<file path="src/rtl/nsc_pkg.sv">
// Package for the sentence checker: character codes, checksum modes, status codes,
// the end-of-sentence snapshot type and a hex digit decoder. No dependencies.
package nsc_pkg;

    localparam logic [7:0] CH_DOLLAR = 8'h24;
    localparam logic [7:0] CH_STAR   = 8'h2A;
    localparam logic [7:0] CH_COMMA  = 8'h2C;
    localparam logic [7:0] CH_CR     = 8'h0D;
    localparam logic [7:0] CH_LF     = 8'h0A;
    localparam logic [7:0] CH_SPACE  = 8'h20;
    localparam logic [7:0] CH_TAB    = 8'h09;

    localparam int unsigned CNT_W = 9;

    localparam logic [1:0] MODE_IGNORE   = 2'd0;
    localparam logic [1:0] MODE_VALIDATE = 2'd1;
    localparam logic [1:0] MODE_REQUIRE  = 2'd2;

    typedef enum logic [2:0] {
        ST_OK         = 3'd0,
        ST_EMPTY      = 3'd1,
        ST_NO_DOLLAR  = 3'd2,
        ST_CKS_MISS   = 3'd3,
        ST_BAD_CKS    = 3'd4,
        ST_BAD_TALKER = 3'd5,
        ST_TOO_LONG   = 3'd6
    } t_status;

    typedef struct packed {
        logic             started;
        logic             dollar_first;
        logic             overflow;
        logic [23:0]      tail;
        logic [CNT_W-1:0] commas;
        logic [2:0]       comma_flags;
        logic [7:0]       xor_sum;
        logic             len_gt3;
        logic             six_stripped;
        logic             six_plain;
    } t_snap;

    function automatic logic [4:0] hex_decode(input logic [7:0] c);
        logic [4:0] r;
        begin
            r = 5'd0;
            if (c >= 8'h30 && c <= 8'h39) begin
                r = {1'b1, 4'(c - 8'h30)};
            end else if (c >= 8'h41 && c <= 8'h46) begin
                r = {1'b1, 4'(c - 8'h37)};
            end else if (c >= 8'h61 && c <= 8'h66) begin
                r = {1'b1, 4'(c - 8'h57)};
            end
            return r;
        end
    endfunction

endpackage

</file>
<file path="src/rtl/nmea_sentence_checker_core.sv">
// Top level of the NMEA 0183 sentence checker: input register, tracker, judge,
// result register and the checksum mode register. Uses nsc_pkg, nsc_track, nsc_judge.
//
//  channel  signals                                   direction
//  in       i_in_valid/o_in_ready, data_byte/last_byte  into block
//  out      o_out_valid/i_out_ready, six result fields   out of block
//  cfg      i_cfg_we, i_cfg_data (checksum mode)         into block
//
// One item per cycle while the output is not stalled.
// The tracker registers and the result register update in the same cycle.
// Reset clears sentence state and sets checksum mode to validate-if-present.
// A stalled output holds the result and, one item later, the input register.
module nmea_sentence_checker_core
    import nsc_pkg::*;
#(
    parameter int unsigned MAX_LENGTH = 255
) (
    input  logic        i_clk,
    input  logic        i_rst_n,
    input  logic        i_in_valid,
    output logic        o_in_ready,
    input  logic [7:0]  i_data_byte,
    input  logic        i_last_byte,
    output logic        o_out_valid,
    input  logic        i_out_ready,
    output logic        o_sentence_done,
    output logic [2:0]  o_status,
    output logic [7:0]  o_field_count,
    output logic        o_checksum_found,
    output logic [7:0]  o_computed_checksum,
    output logic [7:0]  o_running_field,
    input  logic        i_cfg_we,
    input  logic [1:0]  i_cfg_data
);

    logic        r_in_valid;
    logic [7:0]  r_in_byte;
    logic        r_in_last;
    logic        r_out_valid;
    logic        r_done;
    t_status     r_status;
    logic [7:0]  r_field_count;
    logic        r_found;
    logic [7:0]  r_cks;
    logic [7:0]  r_run_field;
    logic [1:0]  r_mode;

    logic        out_free;
    logic        step;
    t_snap       snap;
    logic [7:0]  run_field;
    t_status     j_status;
    logic [7:0]  j_field_count;
    logic        j_found;
    logic [7:0]  j_cks;

    assign out_free   = !r_out_valid || i_out_ready;
    assign step       = r_in_valid && out_free;
    assign o_in_ready = !r_in_valid || out_free;

    nsc_track #(
        .MAX_LENGTH(MAX_LENGTH)
    ) u_track (
        .i_clk          (i_clk),
        .i_rst_n        (i_rst_n),
        .i_step         (step),
        .i_data_byte    (r_in_byte),
        .i_last_byte    (r_in_last),
        .o_snap         (snap),
        .o_running_field(run_field)
    );

    nsc_judge u_judge (
        .i_snap             (snap),
        .i_mode             (r_mode),
        .o_status           (j_status),
        .o_field_count      (j_field_count),
        .o_checksum_found   (j_found),
        .o_computed_checksum(j_cks)
    );

    always_ff @(posedge i_clk) begin
        if (!i_rst_n) begin
            r_mode <= MODE_VALIDATE;
        end else if (i_cfg_we) begin
            r_mode <= i_cfg_data;
        end
    end

    always_ff @(posedge i_clk) begin
        if (!i_rst_n) begin
            r_in_valid <= 1'b0;
        end else if (o_in_ready) begin
            r_in_valid <= i_in_valid;
        end
    end

    always_ff @(posedge i_clk) begin
        if (i_in_valid && o_in_ready) begin
            r_in_byte <= i_data_byte;
            r_in_last <= i_last_byte;
        end
    end

    always_ff @(posedge i_clk) begin
        if (!i_rst_n) begin
            r_out_valid <= 1'b0;
        end else if (out_free) begin
            r_out_valid <= r_in_valid;
        end
    end

    always_ff @(posedge i_clk) begin
        if (step) begin
            r_done      <= r_in_last;
            r_run_field <= run_field;
            if (r_in_last) begin
                r_status      <= j_status;
                r_field_count <= j_field_count;
                r_found       <= j_found;
                r_cks         <= j_cks;
            end else begin
                r_status      <= ST_OK;
                r_field_count <= 8'd0;
                r_found       <= 1'b0;
                r_cks         <= 8'd0;
            end
        end
    end

    assign o_out_valid         = r_out_valid;
    assign o_sentence_done     = r_done;
    assign o_status            = r_status;
    assign o_field_count       = r_field_count;
    assign o_checksum_found    = r_found;
    assign o_computed_checksum = r_cks;
    assign o_running_field     = r_run_field;

endmodule

</file>
<file path="src/rtl/nsc_track.sv">
// Per-sentence state tracker: trimming, running XOR, tail window, comma counts.
// Produces the end-of-sentence snapshot from next-state values. Uses nsc_pkg.
module nsc_track
    import nsc_pkg::*;
#(
    parameter int unsigned MAX_LENGTH = 255
) (
    input  logic        i_clk,
    input  logic        i_rst_n,
    input  logic        i_step,
    input  logic [7:0]  i_data_byte,
    input  logic        i_last_byte,
    output t_snap       o_snap,
    output logic [7:0]  o_running_field
);

    localparam int unsigned LW = $clog2(MAX_LENGTH + 3);
    localparam logic [LW-1:0] MAX_L  = LW'(MAX_LENGTH);
    localparam logic [LW-1:0] MAX_L1 = LW'(MAX_LENGTH + 1);

    logic             r_started, n_started;
    logic             r_dollar, n_dollar;
    logic [LW-1:0]    r_byte_count, n_byte_count;
    logic [LW-1:0]    r_trim_len, n_trim_len;
    logic [23:0]      r_tail, n_tail;
    logic [23:0]      r_tail_snap, n_tail_snap;
    logic             r_fc_valid, n_fc_valid;
    logic [LW-1:0]    r_fc_pos, n_fc_pos;
    logic [CNT_W-1:0] r_commas, n_commas;
    logic [2:0]       r_flags, n_flags;
    logic [CNT_W-1:0] r_commas_snap, n_commas_snap;
    logic [2:0]       r_flags_snap, n_flags_snap;
    logic [7:0]       r_xor, n_xor;
    logic             r_stopped, n_stopped;
    logic             r_overflow, n_overflow;
    logic [7:0]       r_ws_pend, n_ws_pend;

    logic             ws;
    logic             is_comma;
    logic             is_stop;
    logic [LW-1:0]    pos_inc;
    logic [LW-1:0]    slen_strip;
    logic [LW-1:0]    first_strip;
    logic [LW-1:0]    first_plain;

    assign ws = (i_data_byte == CH_SPACE) ||
                (i_data_byte >= CH_TAB && i_data_byte <= CH_CR);
    assign is_comma = (i_data_byte == CH_COMMA);
    assign is_stop  = (i_data_byte == CH_STAR) || (i_data_byte == CH_CR) ||
                      (i_data_byte == CH_LF);
    assign pos_inc  = r_byte_count + LW'(1);

    always_comb begin
        n_started     = r_started;
        n_dollar      = r_dollar;
        n_byte_count  = r_byte_count;
        n_trim_len    = r_trim_len;
        n_tail        = r_tail;
        n_tail_snap   = r_tail_snap;
        n_fc_valid    = r_fc_valid;
        n_fc_pos      = r_fc_pos;
        n_commas      = r_commas;
        n_flags       = r_flags;
        n_commas_snap = r_commas_snap;
        n_flags_snap  = r_flags_snap;
        n_xor         = r_xor;
        n_stopped     = r_stopped;
        n_overflow    = r_overflow;
        n_ws_pend     = r_ws_pend;
        if (!r_started && !ws) begin
            n_started = 1'b1;
            n_dollar  = (i_data_byte == CH_DOLLAR);
        end
        if (r_started || !ws) begin
            n_tail  = {r_tail[15:0], i_data_byte};
            n_flags = {r_flags[1:0], is_comma};
            if (is_comma) begin
                if (!r_fc_valid) begin
                    n_fc_valid = 1'b1;
                    n_fc_pos   = r_byte_count;
                end
                if (r_commas != {CNT_W{1'b1}}) begin
                    n_commas = r_commas + CNT_W'(1);
                end
            end
            if (r_started) begin
                if (!ws) begin
                    n_xor     = r_xor ^ r_ws_pend;
                    n_ws_pend = 8'd0;
                end
                if (is_stop) begin
                    n_stopped = 1'b1;
                end else if (!r_stopped) begin
                    if (ws) begin
                        n_ws_pend = r_ws_pend ^ i_data_byte;
                    end else begin
                        n_xor = n_xor ^ i_data_byte;
                    end
                end
            end
            if (!ws) begin
                n_trim_len    = pos_inc;
                n_tail_snap   = n_tail;
                n_commas_snap = n_commas;
                n_flags_snap  = n_flags;
                if (pos_inc > MAX_L) begin
                    n_overflow = 1'b1;
                end
            end
            n_byte_count = (pos_inc > MAX_L1) ? MAX_L1 : pos_inc;
        end
    end

    assign slen_strip  = n_trim_len - LW'(3);
    assign first_strip = (n_fc_valid && n_fc_pos < slen_strip) ? n_fc_pos : slen_strip;
    assign first_plain = (n_fc_valid && n_fc_pos < n_trim_len) ? n_fc_pos : n_trim_len;

    always_comb begin
        o_snap.started      = n_started;
        o_snap.dollar_first = n_dollar;
        o_snap.overflow     = n_overflow;
        o_snap.tail         = n_tail_snap;
        o_snap.commas       = n_commas_snap;
        o_snap.comma_flags  = n_flags_snap;
        o_snap.xor_sum      = n_xor;
        o_snap.len_gt3      = (n_trim_len > LW'(3));
        o_snap.six_stripped = (first_strip == LW'(6));
        o_snap.six_plain    = (first_plain == LW'(6));
    end

    assign o_running_field = (r_commas > CNT_W'(255)) ? 8'd255 : r_commas[7:0];

    always_ff @(posedge i_clk) begin
        if (!i_rst_n || (i_step && i_last_byte)) begin
            r_started     <= 1'b0;
            r_dollar      <= 1'b0;
            r_byte_count  <= '0;
            r_trim_len    <= '0;
            r_tail        <= '0;
            r_tail_snap   <= '0;
            r_fc_valid    <= 1'b0;
            r_fc_pos      <= '0;
            r_commas      <= '0;
            r_flags       <= '0;
            r_commas_snap <= '0;
            r_flags_snap  <= '0;
            r_xor         <= '0;
            r_stopped     <= 1'b0;
            r_overflow    <= 1'b0;
            r_ws_pend     <= '0;
        end else if (i_step) begin
            r_started     <= n_started;
            r_dollar      <= n_dollar;
            r_byte_count  <= n_byte_count;
            r_trim_len    <= n_trim_len;
            r_tail        <= n_tail;
            r_tail_snap   <= n_tail_snap;
            r_fc_valid    <= n_fc_valid;
            r_fc_pos      <= n_fc_pos;
            r_commas      <= n_commas;
            r_flags       <= n_flags;
            r_commas_snap <= n_commas_snap;
            r_flags_snap  <= n_flags_snap;
            r_xor         <= n_xor;
            r_stopped     <= n_stopped;
            r_overflow    <= n_overflow;
            r_ws_pend     <= n_ws_pend;
        end
    end

endmodule

</file>
<file path="src/rtl/nsc_judge.sv">
// End-of-sentence evaluation: checksum field decode, field count and status.
// Pure logic on the tracker snapshot. Uses nsc_pkg.
module nsc_judge
    import nsc_pkg::*;
(
    input  t_snap       i_snap,
    input  logic [1:0]  i_mode,
    output t_status     o_status,
    output logic [7:0]  o_field_count,
    output logic        o_checksum_found,
    output logic [7:0]  o_computed_checksum
);

    logic             stripped;
    logic [4:0]       hi;
    logic [4:0]       lo;
    logic             found;
    logic [7:0]       given;
    logic [1:0]       sub;
    logic [CNT_W:0]   fc_wide;
    logic             check_on;
    logic             first_six;

    assign stripped = i_snap.len_gt3 && (i_snap.tail[23:16] == CH_STAR);
    assign hi       = hex_decode(i_snap.tail[15:8]);
    assign lo       = hex_decode(i_snap.tail[7:0]);
    assign found    = stripped && hi[4] && lo[4];
    assign given    = {hi[3:0], lo[3:0]};
    assign sub      = stripped ? (2'(i_snap.comma_flags[0]) + 2'(i_snap.comma_flags[1])) : 2'd0;
    assign fc_wide  = {1'b0, i_snap.commas} - (CNT_W+1)'(sub) + (CNT_W+1)'(1);
    assign check_on = (i_mode == MODE_VALIDATE) || (i_mode == MODE_REQUIRE);
    assign first_six = stripped ? i_snap.six_stripped : i_snap.six_plain;

    always_comb begin
        o_status            = ST_OK;
        o_field_count       = 8'd0;
        o_checksum_found    = 1'b0;
        o_computed_checksum = 8'd0;
        if (!i_snap.started) begin
            o_status = ST_EMPTY;
        end else begin
            o_field_count       = (fc_wide > (CNT_W+1)'(255)) ? 8'd255 : fc_wide[7:0];
            o_checksum_found    = found;
            o_computed_checksum = i_snap.xor_sum;
            if (!i_snap.dollar_first) begin
                o_status = ST_NO_DOLLAR;
            end else if (i_snap.overflow) begin
                o_status = ST_TOO_LONG;
            end else if (i_mode == MODE_REQUIRE && !found) begin
                o_status = ST_CKS_MISS;
            end else if (found && check_on && i_snap.xor_sum != given) begin
                o_status = ST_BAD_CKS;
            end else if (!first_six) begin
                o_status = ST_BAD_TALKER;
            end
        end
    end

endmodule

</file>
<file path="config.mk">
export PLATFORM = sky130hd
export DESIGN_NAME = nmea_sentence_checker_core
export DESIGN_NICKNAME = d
export VERILOG_FILES = /design/src/rtl/nsc_pkg.sv /design/src/rtl/nmea_sentence_checker_core.sv /design/src/rtl/nsc_track.sv /design/src/rtl/nsc_judge.sv
export SDC_FILE = /design/constraint.sdc
export NUM_CORES = 1
export LEC_CHECK = 0
export ABC_AREA = 1
export ABC_CLOCK_PERIOD_IN_PS = 4900
export BUFFER_PORTS_ARGS = -buffer_cell sky130_fd_sc_hd__buf_2
export CAP_MARGIN = 15
export CORE_UTILIZATION = 45
export DETAILED_ROUTE_END_ITERATION = 16
export HOLD_SLACK_MARGIN = 0.05
export PLACE_DENSITY = 0.64
export SYNTH_ARGS = -nofsm -noshare
export SYNTH_HDL_FRONTEND = slang
export SYNTH_SLANG_ARGS = --single-unit
</file>
<file path="constraint.sdc">
create_clock -name i_clk -period 4.9 [get_ports i_clk]
set_clock_uncertainty 0.1 [all_clocks]
set_input_delay 1.47 -clock i_clk [delete_from_list [all_inputs] [get_ports i_clk]]
set_output_delay 1.47 -clock i_clk [all_outputs]
set_load 0.01 [all_outputs]
</file>
# Word-level counts from Yosys, hierarchy flattened

Cells that the tools add are included.
Widths: inputs -> output; s select.

Output and inout bits: 31
Logic and storage cells: 166
Flip-flop bits (word level): 152

Reduce and logical (&&, ||, !) cells: 38
Order comparisons: 21
$add $sub $neg: 12
Mux-type cells: 50
Eq/ne operators: 13
Bitwise logic cells: 3

Operator list:

| cell                  | number |
|---|---|
| $mux 9                | 12 |
| $mux 8                | 13 |
| $mux 24               | 2 |
| $eq 8x6->1 const B    | 5 |
| $ge 8x7->1 const B    | 4 |
| $le 8x7->1 const B    | 4 |
| $mux 5                | 6 |
| $xor 8x8->8           | 3 |
| $logic_and 1x1->1     | 19 |
| $add 9x1->9 const B   | 2 |
| $eq 9x3->1 const B    | 2 |
| $gt 9x8->1 const B    | 2 |
| $lt 9x9->1            | 2 |
| $eq 8x4->1 const B    | 2 |
| $ge 8x6->1 const B    | 2 |
| $le 8x6->1 const B    | 2 |
| $sub 4x3->4 const B   | 4 |
| $mux 3                | 4 |
| $add 10x1->10 const B | 1 |
| $gt 10x8->1 const B   | 1 |
| $sub 9x2->10          | 1 |
| $gt 9x2->1 const B    | 1 |
| $gt 9x9->1 const B    | 1 |
| $mux 1                | 9 |
| other kinds (15)      | 33 |

# Longest topological paths before layout

Depth in word-level cells: 20
Mapped depth: 34
Gate-level depth less buffers: 34

# By module

Synthesis repeated with hierarchy kept, for this count alone.

Cell total of the unflattened synthesis: 1,284
Area, all modules: 9,032.4 um^2

Modules (own cells, without submodules):

| module                     | seq. area each (um^2) | cells each | area an instance (um^2) | times used |
|---|---|---|---|---|
| nsc_track                  | 2,222.1               | 941        | 6,274.8                 | 1 |
| nmea_sentence_checker_core | 1,221.2               | 102        | 1,470.2                 | 1 |
| nsc_judge                  | 0.0                   | 241        | 1,287.5                 | 1 |

# Worst setup path before layout

Ideal clock, no wire load.

Kind: reg2reg
Start: register u_track.r_commas[1]
End: register r_field_count[7] (netlist: o_field_count[7]), data pin
Data arrival time: 4,095 ps
Buffers on the path: 0
Setup slack: 455 ps
Data required time: 4,550 ps
Cell stages (with the launch flop): 34
Cell sequence: dfxtp_1 -> ha_1 -> nand2_1 -> nor3_1 -> inv_1 -> nor2_1 -> inv_1 -> nor2_1 -> nand2_1 -> nand2_1 -> inv_1 -> o21a_1 -> or2_2 -> o21ai_0 -> inv_1 -> ha_1 -> inv_1 -> ha_1 -> fa_1 -> nand2_1 -> inv_1 -> nor2_1 -> o21bai_1 -> a21oi_1 -> o21ai_0 -> a21oi_1 -> inv_1 -> a21oi_1 -> or2_1 -> nand3_1 -> inv_2 -> nand2_1 -> nand2_1 -> inv_1

Word-level cells in the longest chain between the ends: 9
Elaborated cells on any way between the ends: 10

Ends and longest elaborated chain:

| item                                             | RTL line                          | RTL |
|---|---|---|
| from (decl)                                      | nsc_track.sv:29                   | `logic [CNT_W-1:0] r_commas, n_commas;` |
| from (signal assigned)                           | nsc_track.sv:160                  | `r_commas <= n_commas;` |
| $add 9x1->9 / $ne 9x9->1 (equally long branches) | nsc_track.sv:83, nsc_track.sv:82  |  |
| $mux 9                                           | nsc_track.sv:82                   | `if (r_commas != {CNT_W{1'b1}}) begin` |
| $mux 9 *                                         | nsc_track.sv:77                   | `if (is_comma) begin` |
| $mux 9 *                                         | nsc_track.sv:101                  | `if (!ws) begin` |
| $mux 9 *                                         | nsc_track.sv:74                   | `if (r_started \|\| !ws) begin` |
| $sub 9x2->10 *                                   | nsc_judge.sv:30                   | `assign fc_wide = {1'b0, i_snap.commas} - (CNT_W+1)'(sub) + (CNT_W+1)'(1);` |
| $add 10x1->10 *                                  | nsc_judge.sv:30                   |  |
| $gt 10x8->1                                      | nsc_judge.sv:42                   | `o_field_count = (fc_wide > (CNT_W+1)'(255)) ? 8'd255 : fc_wide[7:0];` |
| $mux 8 *                                         | nsc_judge.sv:42                   |  |
| to (signal assigned)                             | nmea_sentence_checker_core.sv:119 | `r_field_count <= j_field_count;` |
| to (decl)                                        | nmea_sentence_checker_core.sv:42  | `logic [7:0] r_field_count;` |

Every way passes the cells marked *; elsewhere a longest branch is shown, timed or not.
A chain may end at the register's enable or synchronous reset.

# Worst setup path after layout

Start: register r_in_byte[2]
End: register r_field_count[6] (netlist: o_field_count[6]), data pin

Word-level cells in the longest chain between the ends: 13
Elaborated cells on any way between the ends: 29

Ends and longest elaborated chain:

| item                                            | RTL line                          | RTL |
|---|---|---|
| from (decl)                                     | nmea_sentence_checker_core.sv:37  | `logic [7:0] r_in_byte;` |
| from (signal assigned)                          | nmea_sentence_checker_core.sv:100 | `r_in_byte <= i_data_byte;` |
| $ge 8x4->1 / $le 8x4->1 (equally long branches) | nsc_track.sv:47                   | `(i_data_byte >= CH_TAB && i_data_byte <= CH_CR);` |
| $logic_and 1x1->1                               | nsc_track.sv:47                   |  |
| $logic_or 1x1->1                                | nsc_track.sv:46                   | `assign ws = (i_data_byte == CH_SPACE) \|\|` |
| $logic_not 1->1                                 | nsc_track.sv:70, nsc_track.sv:74  |  |
| $logic_or 1x1->1                                | nsc_track.sv:74                   |  |
| $mux 9 / $mux 24 (equally long branches)        | nsc_track.sv:74                   |  |
| $gt 9x2->1 / $eq 8x6->1 (equally long branches) | nsc_track.sv:126, nsc_judge.sv:24 |  |
| $logic_and 1x1->1                               | nsc_judge.sv:24                   | `assign stripped = i_snap.len_gt3 && (i_snap.tail[23:16] == CH_STAR);` |
| $mux 2                                          | nsc_judge.sv:29                   | `assign sub = stripped ? (2'(i_snap.comma_flags[0]) + 2'(i_snap.comma_flags[1])) : 2'd0;` |
| $sub 9x2->10                                    | nsc_judge.sv:30                   |  |
| $add 10x1->10                                   | nsc_judge.sv:30                   |  |
| $gt 10x8->1                                     | nsc_judge.sv:42                   |  |
| $mux 8                                          | nsc_judge.sv:42                   |  |

Parallel ways exist; a longest one is shown, timed or not.

==> metrics.yaml <==
initial_core_util_pct: 46.56
cp.required_ns: 4.99
die_w_um: 142.0
synthTopCellsByArea: "dfxtp_1, edfxtp_1, nand2_1"
clk_pin_slew_worst_paths_ns: 0.07
period_minus_slack_ns: 4.479
yosysSeqAreaShare_pct: 38.56
period_share_pct: 91.41
hold_viol_final: 0
root_buffer: "clkbuf_16"
status: "finished, final reports clean"
diodes: 0
grt_pass1_vias: 7383
fin_cells: 1586
antenna_found_initial: 0
cts_buffer_depth: 2
finalPower_mw: 3.279
final_nets: 1368
grt_use_total_pct: 22.60
p_leak_nw: 4.945
p_clk_share_pct: 41.5
critPathMaxStageDelay_ns: 0.50
dr.pass1.iters: 5
rows: 50
cts_tree: "done"
core_um2: 18960
swShare_pct: 28.61
synth_common_cells: "nand2_1, inv_1, o21ai_0"
dp_hpwl_um: 15370
worst_slew_pin_slew_ns: 0.9461
rrSetupSlack_ns: 0.42
wl_per_cell_um: 13.67
drive_gt1_share_pct: 11.84
max-slew-margin-rel_pct: 36.93
synthArstFlopShare_pct: 0
via_count: 7983
syn_nets: 1326
cts_sinks: 151
ant_nets: 0
start_kind: "flop"
combPwrFrac_pct: 16.2
wl_um: 21680
ys.flop_type: "dfxtp_1"
peakVddDrop_uv: 248.5
final_max_slew_viol_count: 0
worstPathArrival_ns: 4.57
die_h_um: 142.0
clk_latency_ns: 0.43
power_density_nw_per_um2: 326.5
critical_path_class: "reg2reg"
fmax_ghz: 0.2233
ios: 47
critPathMaxFanout: 19
post-synth-top-area-fraction_pct: 25.63
gp_congestion: 0.9379
vias_per_cell: 5.033
syn_area_per_cell_um2: 6.944
drt_iter0_drc: 587
grt_overflow: 0
internal_power_mw: 2.341
drv_cap: 0
synth_cell_types: 44
cp-end-kind: "flop"
ys_warn_count: 0
grt_pass1_wl_um: 35750
ctsHoldBuffers: 0
grt_max_degree: 84
drc: 0
numPortBuffers: 46
area_delta_synth_final_pct: 13.78
critPathMostFrequentCell: "nand2_1"
syn_area_um2: 8826
hold_path.class: "reg2reg"
die-area_um2: 20180
yosysTopAreaCell: "dfxtp_1"
synth_edf_count: 38
ys_ff_latch: 151
p_seq_share_pct: 42.3
dp.cells: 1550
finalSetupViolCount: 0
synth.most_common_cell: "nand2_1"
cts_made_buffers: 17
p_sw_uw: 938.0
netlist_instances: 1271
slowest_stage: "edfxtp_1"
cts_htree_levels: 4
## kinds of logic after synthesis
| logic type | synth area share (%) |
|---|---|
| simple gates | 24.21 |
| buf+inv | 12.46 |
| compound gates | 16.97 |
| xor+xnor | 2.183 |
| fa+ha+maj | 5.614 |
| flops | 38.56 |
## layout make-up
cell class                 count  area [µm²]
multi-input combinational    839        4379
timing repair buffer          72       457.9
sequential                   151        3406
clock inverter                14       171.4
inverter                     232       873.3
clock buffer                  18       429.2
tap                          260       325.3
fill                        1830        8914
## worst max-delay path, delay by kind of cell (launching register included)
kind / cells / cell delay, ns
buffers and inverters: 6 / 0.47
DFF: 1 / 0.50
AOI/OAI and AO/OA: 6 / 0.72
adders and majority gates: 3 / 0.84
and+or+nand+nor: 17 / 1.61
## path summary, 6_finish.rpt
check,start,endpoint,cells past startpoint
hold / removal,u_track.r_ws_pend[6],u_track.r_ws_pend[6],2
setup / recovery,r_in_byte[2],o_field_count[6],32
setup reg to reg,r_in_byte[2],o_field_count[6],32
hold reg to reg,u_track.r_ws_pend[6],u_track.r_ws_pend[6],2
## sequential cells by signal, indices dropped and copies added, names as in the netlist, 2 cells and up
signal	count
r_mode	2
u_track.r_byte_count	9
o_running_field	8
u_track.r_xor	8
o_field_count	8
u_track.r_trim_len	9
u_track.r_tail	16
u_track.r_commas	9
u_track.r_flags_snap	2
u_track.r_fc_pos	9
u_track.r_tail_snap	24
o_status	3
r_in_byte	8
u_track.r_commas_snap	9
u_track.r_ws_pend	8
o_computed_checksum	8
## cell usage in the layout, fill, tap and decap left out, types with 3 or more instances in the layout
| cell | instances |
|---|---|
| o21a_1 | 3 |
| a211oi_1 | 11 |
| buf_2 | 46 |
| nor3_1 | 10 |
| inv_2 | 9 |
| inv_1 | 222 |
| bufinv_16 | 3 |
| o21ai_0 | 118 |
| ha_1 | 38 |
| dfxtp_1 | 111 |
| nand2_2 | 9 |
| nor2_1 | 89 |
| nand3b_1 | 7 |
| or2_1 | 3 |
| clkbuf_16 | 17 |
| a21oi_1 | 104 |
| or2_2 | 7 |
| o21ai_1 | 10 |
| inv_6 | 4 |
| o21ai_2 | 6 |
| buf_4 | 23 |
| edfxtp_1 | 38 |
| nand2_1 | 280 |
| xor2_1 | 16 |
| nor2_2 | 8 |
| nand3_1 | 66 |
| xnor2_1 | 6 |
| o211ai_1 | 12 |
| o21bai_1 | 3 |
| nand4_1 | 11 |
## layer usage
| metal | GRT usage (%) | vias to the layer above | share of wire (%) |
|---|---|---|---|
| li1 | - | 4148 | - |
| met1 | 29.77 | 3626 | 47 |
| met2 | 37.05 | 184 | 46 |
| met3 | 4.408 | 25 | 4.9 |
| met4 | 7.414 | 0 | 1.6 |
| met5 | 0 | - | 0 |
## what timing repair did
| action | in CTS | in global routing |
|---|---|---|
| setup endpoints to repair | 0 | 8 |
| gates resized for setup | 0 | 26 |
| buffers inserted | 0 | 4 |
## metrics by stage
| stage | util, % | setup WS, ns | setup TNS, ns | instance area, µm² | hold WS (ns) |
|---|---|---|---|---|---|
| after detailed placement | 49.33 | 0.1362 | 0 | 9350 | 0.3562 |
| after global placement | 49.33 | 0.2754 | 0 | 9350 | 0.3518 |
| after CTS | 52.50 | 0.1147 | 0 | 9951 | 0.3670 |
| final | 52.98 | 0.4211 | 0 | 10040 | 0.3680 |
| after floorplan | - | 0.4553 | 0 | 8826 | 0.3342 |
| after global routing | 52.98 | -0.03641 | -0.1189 | 10040 | 0.3974 |
## power by group through the flow
stage               combinational (mW)  sequential, mW  clock [mW]
global placement                 0.513            1.41           0
floorplan                        0.378            1.41           0
global route                     0.610            1.39        1.43
CTS                              0.522            1.39        1.38
finish                           0.531            1.39        1.36
detailed placement               0.518            1.41           0
Power figures use the tool's default switching activity.
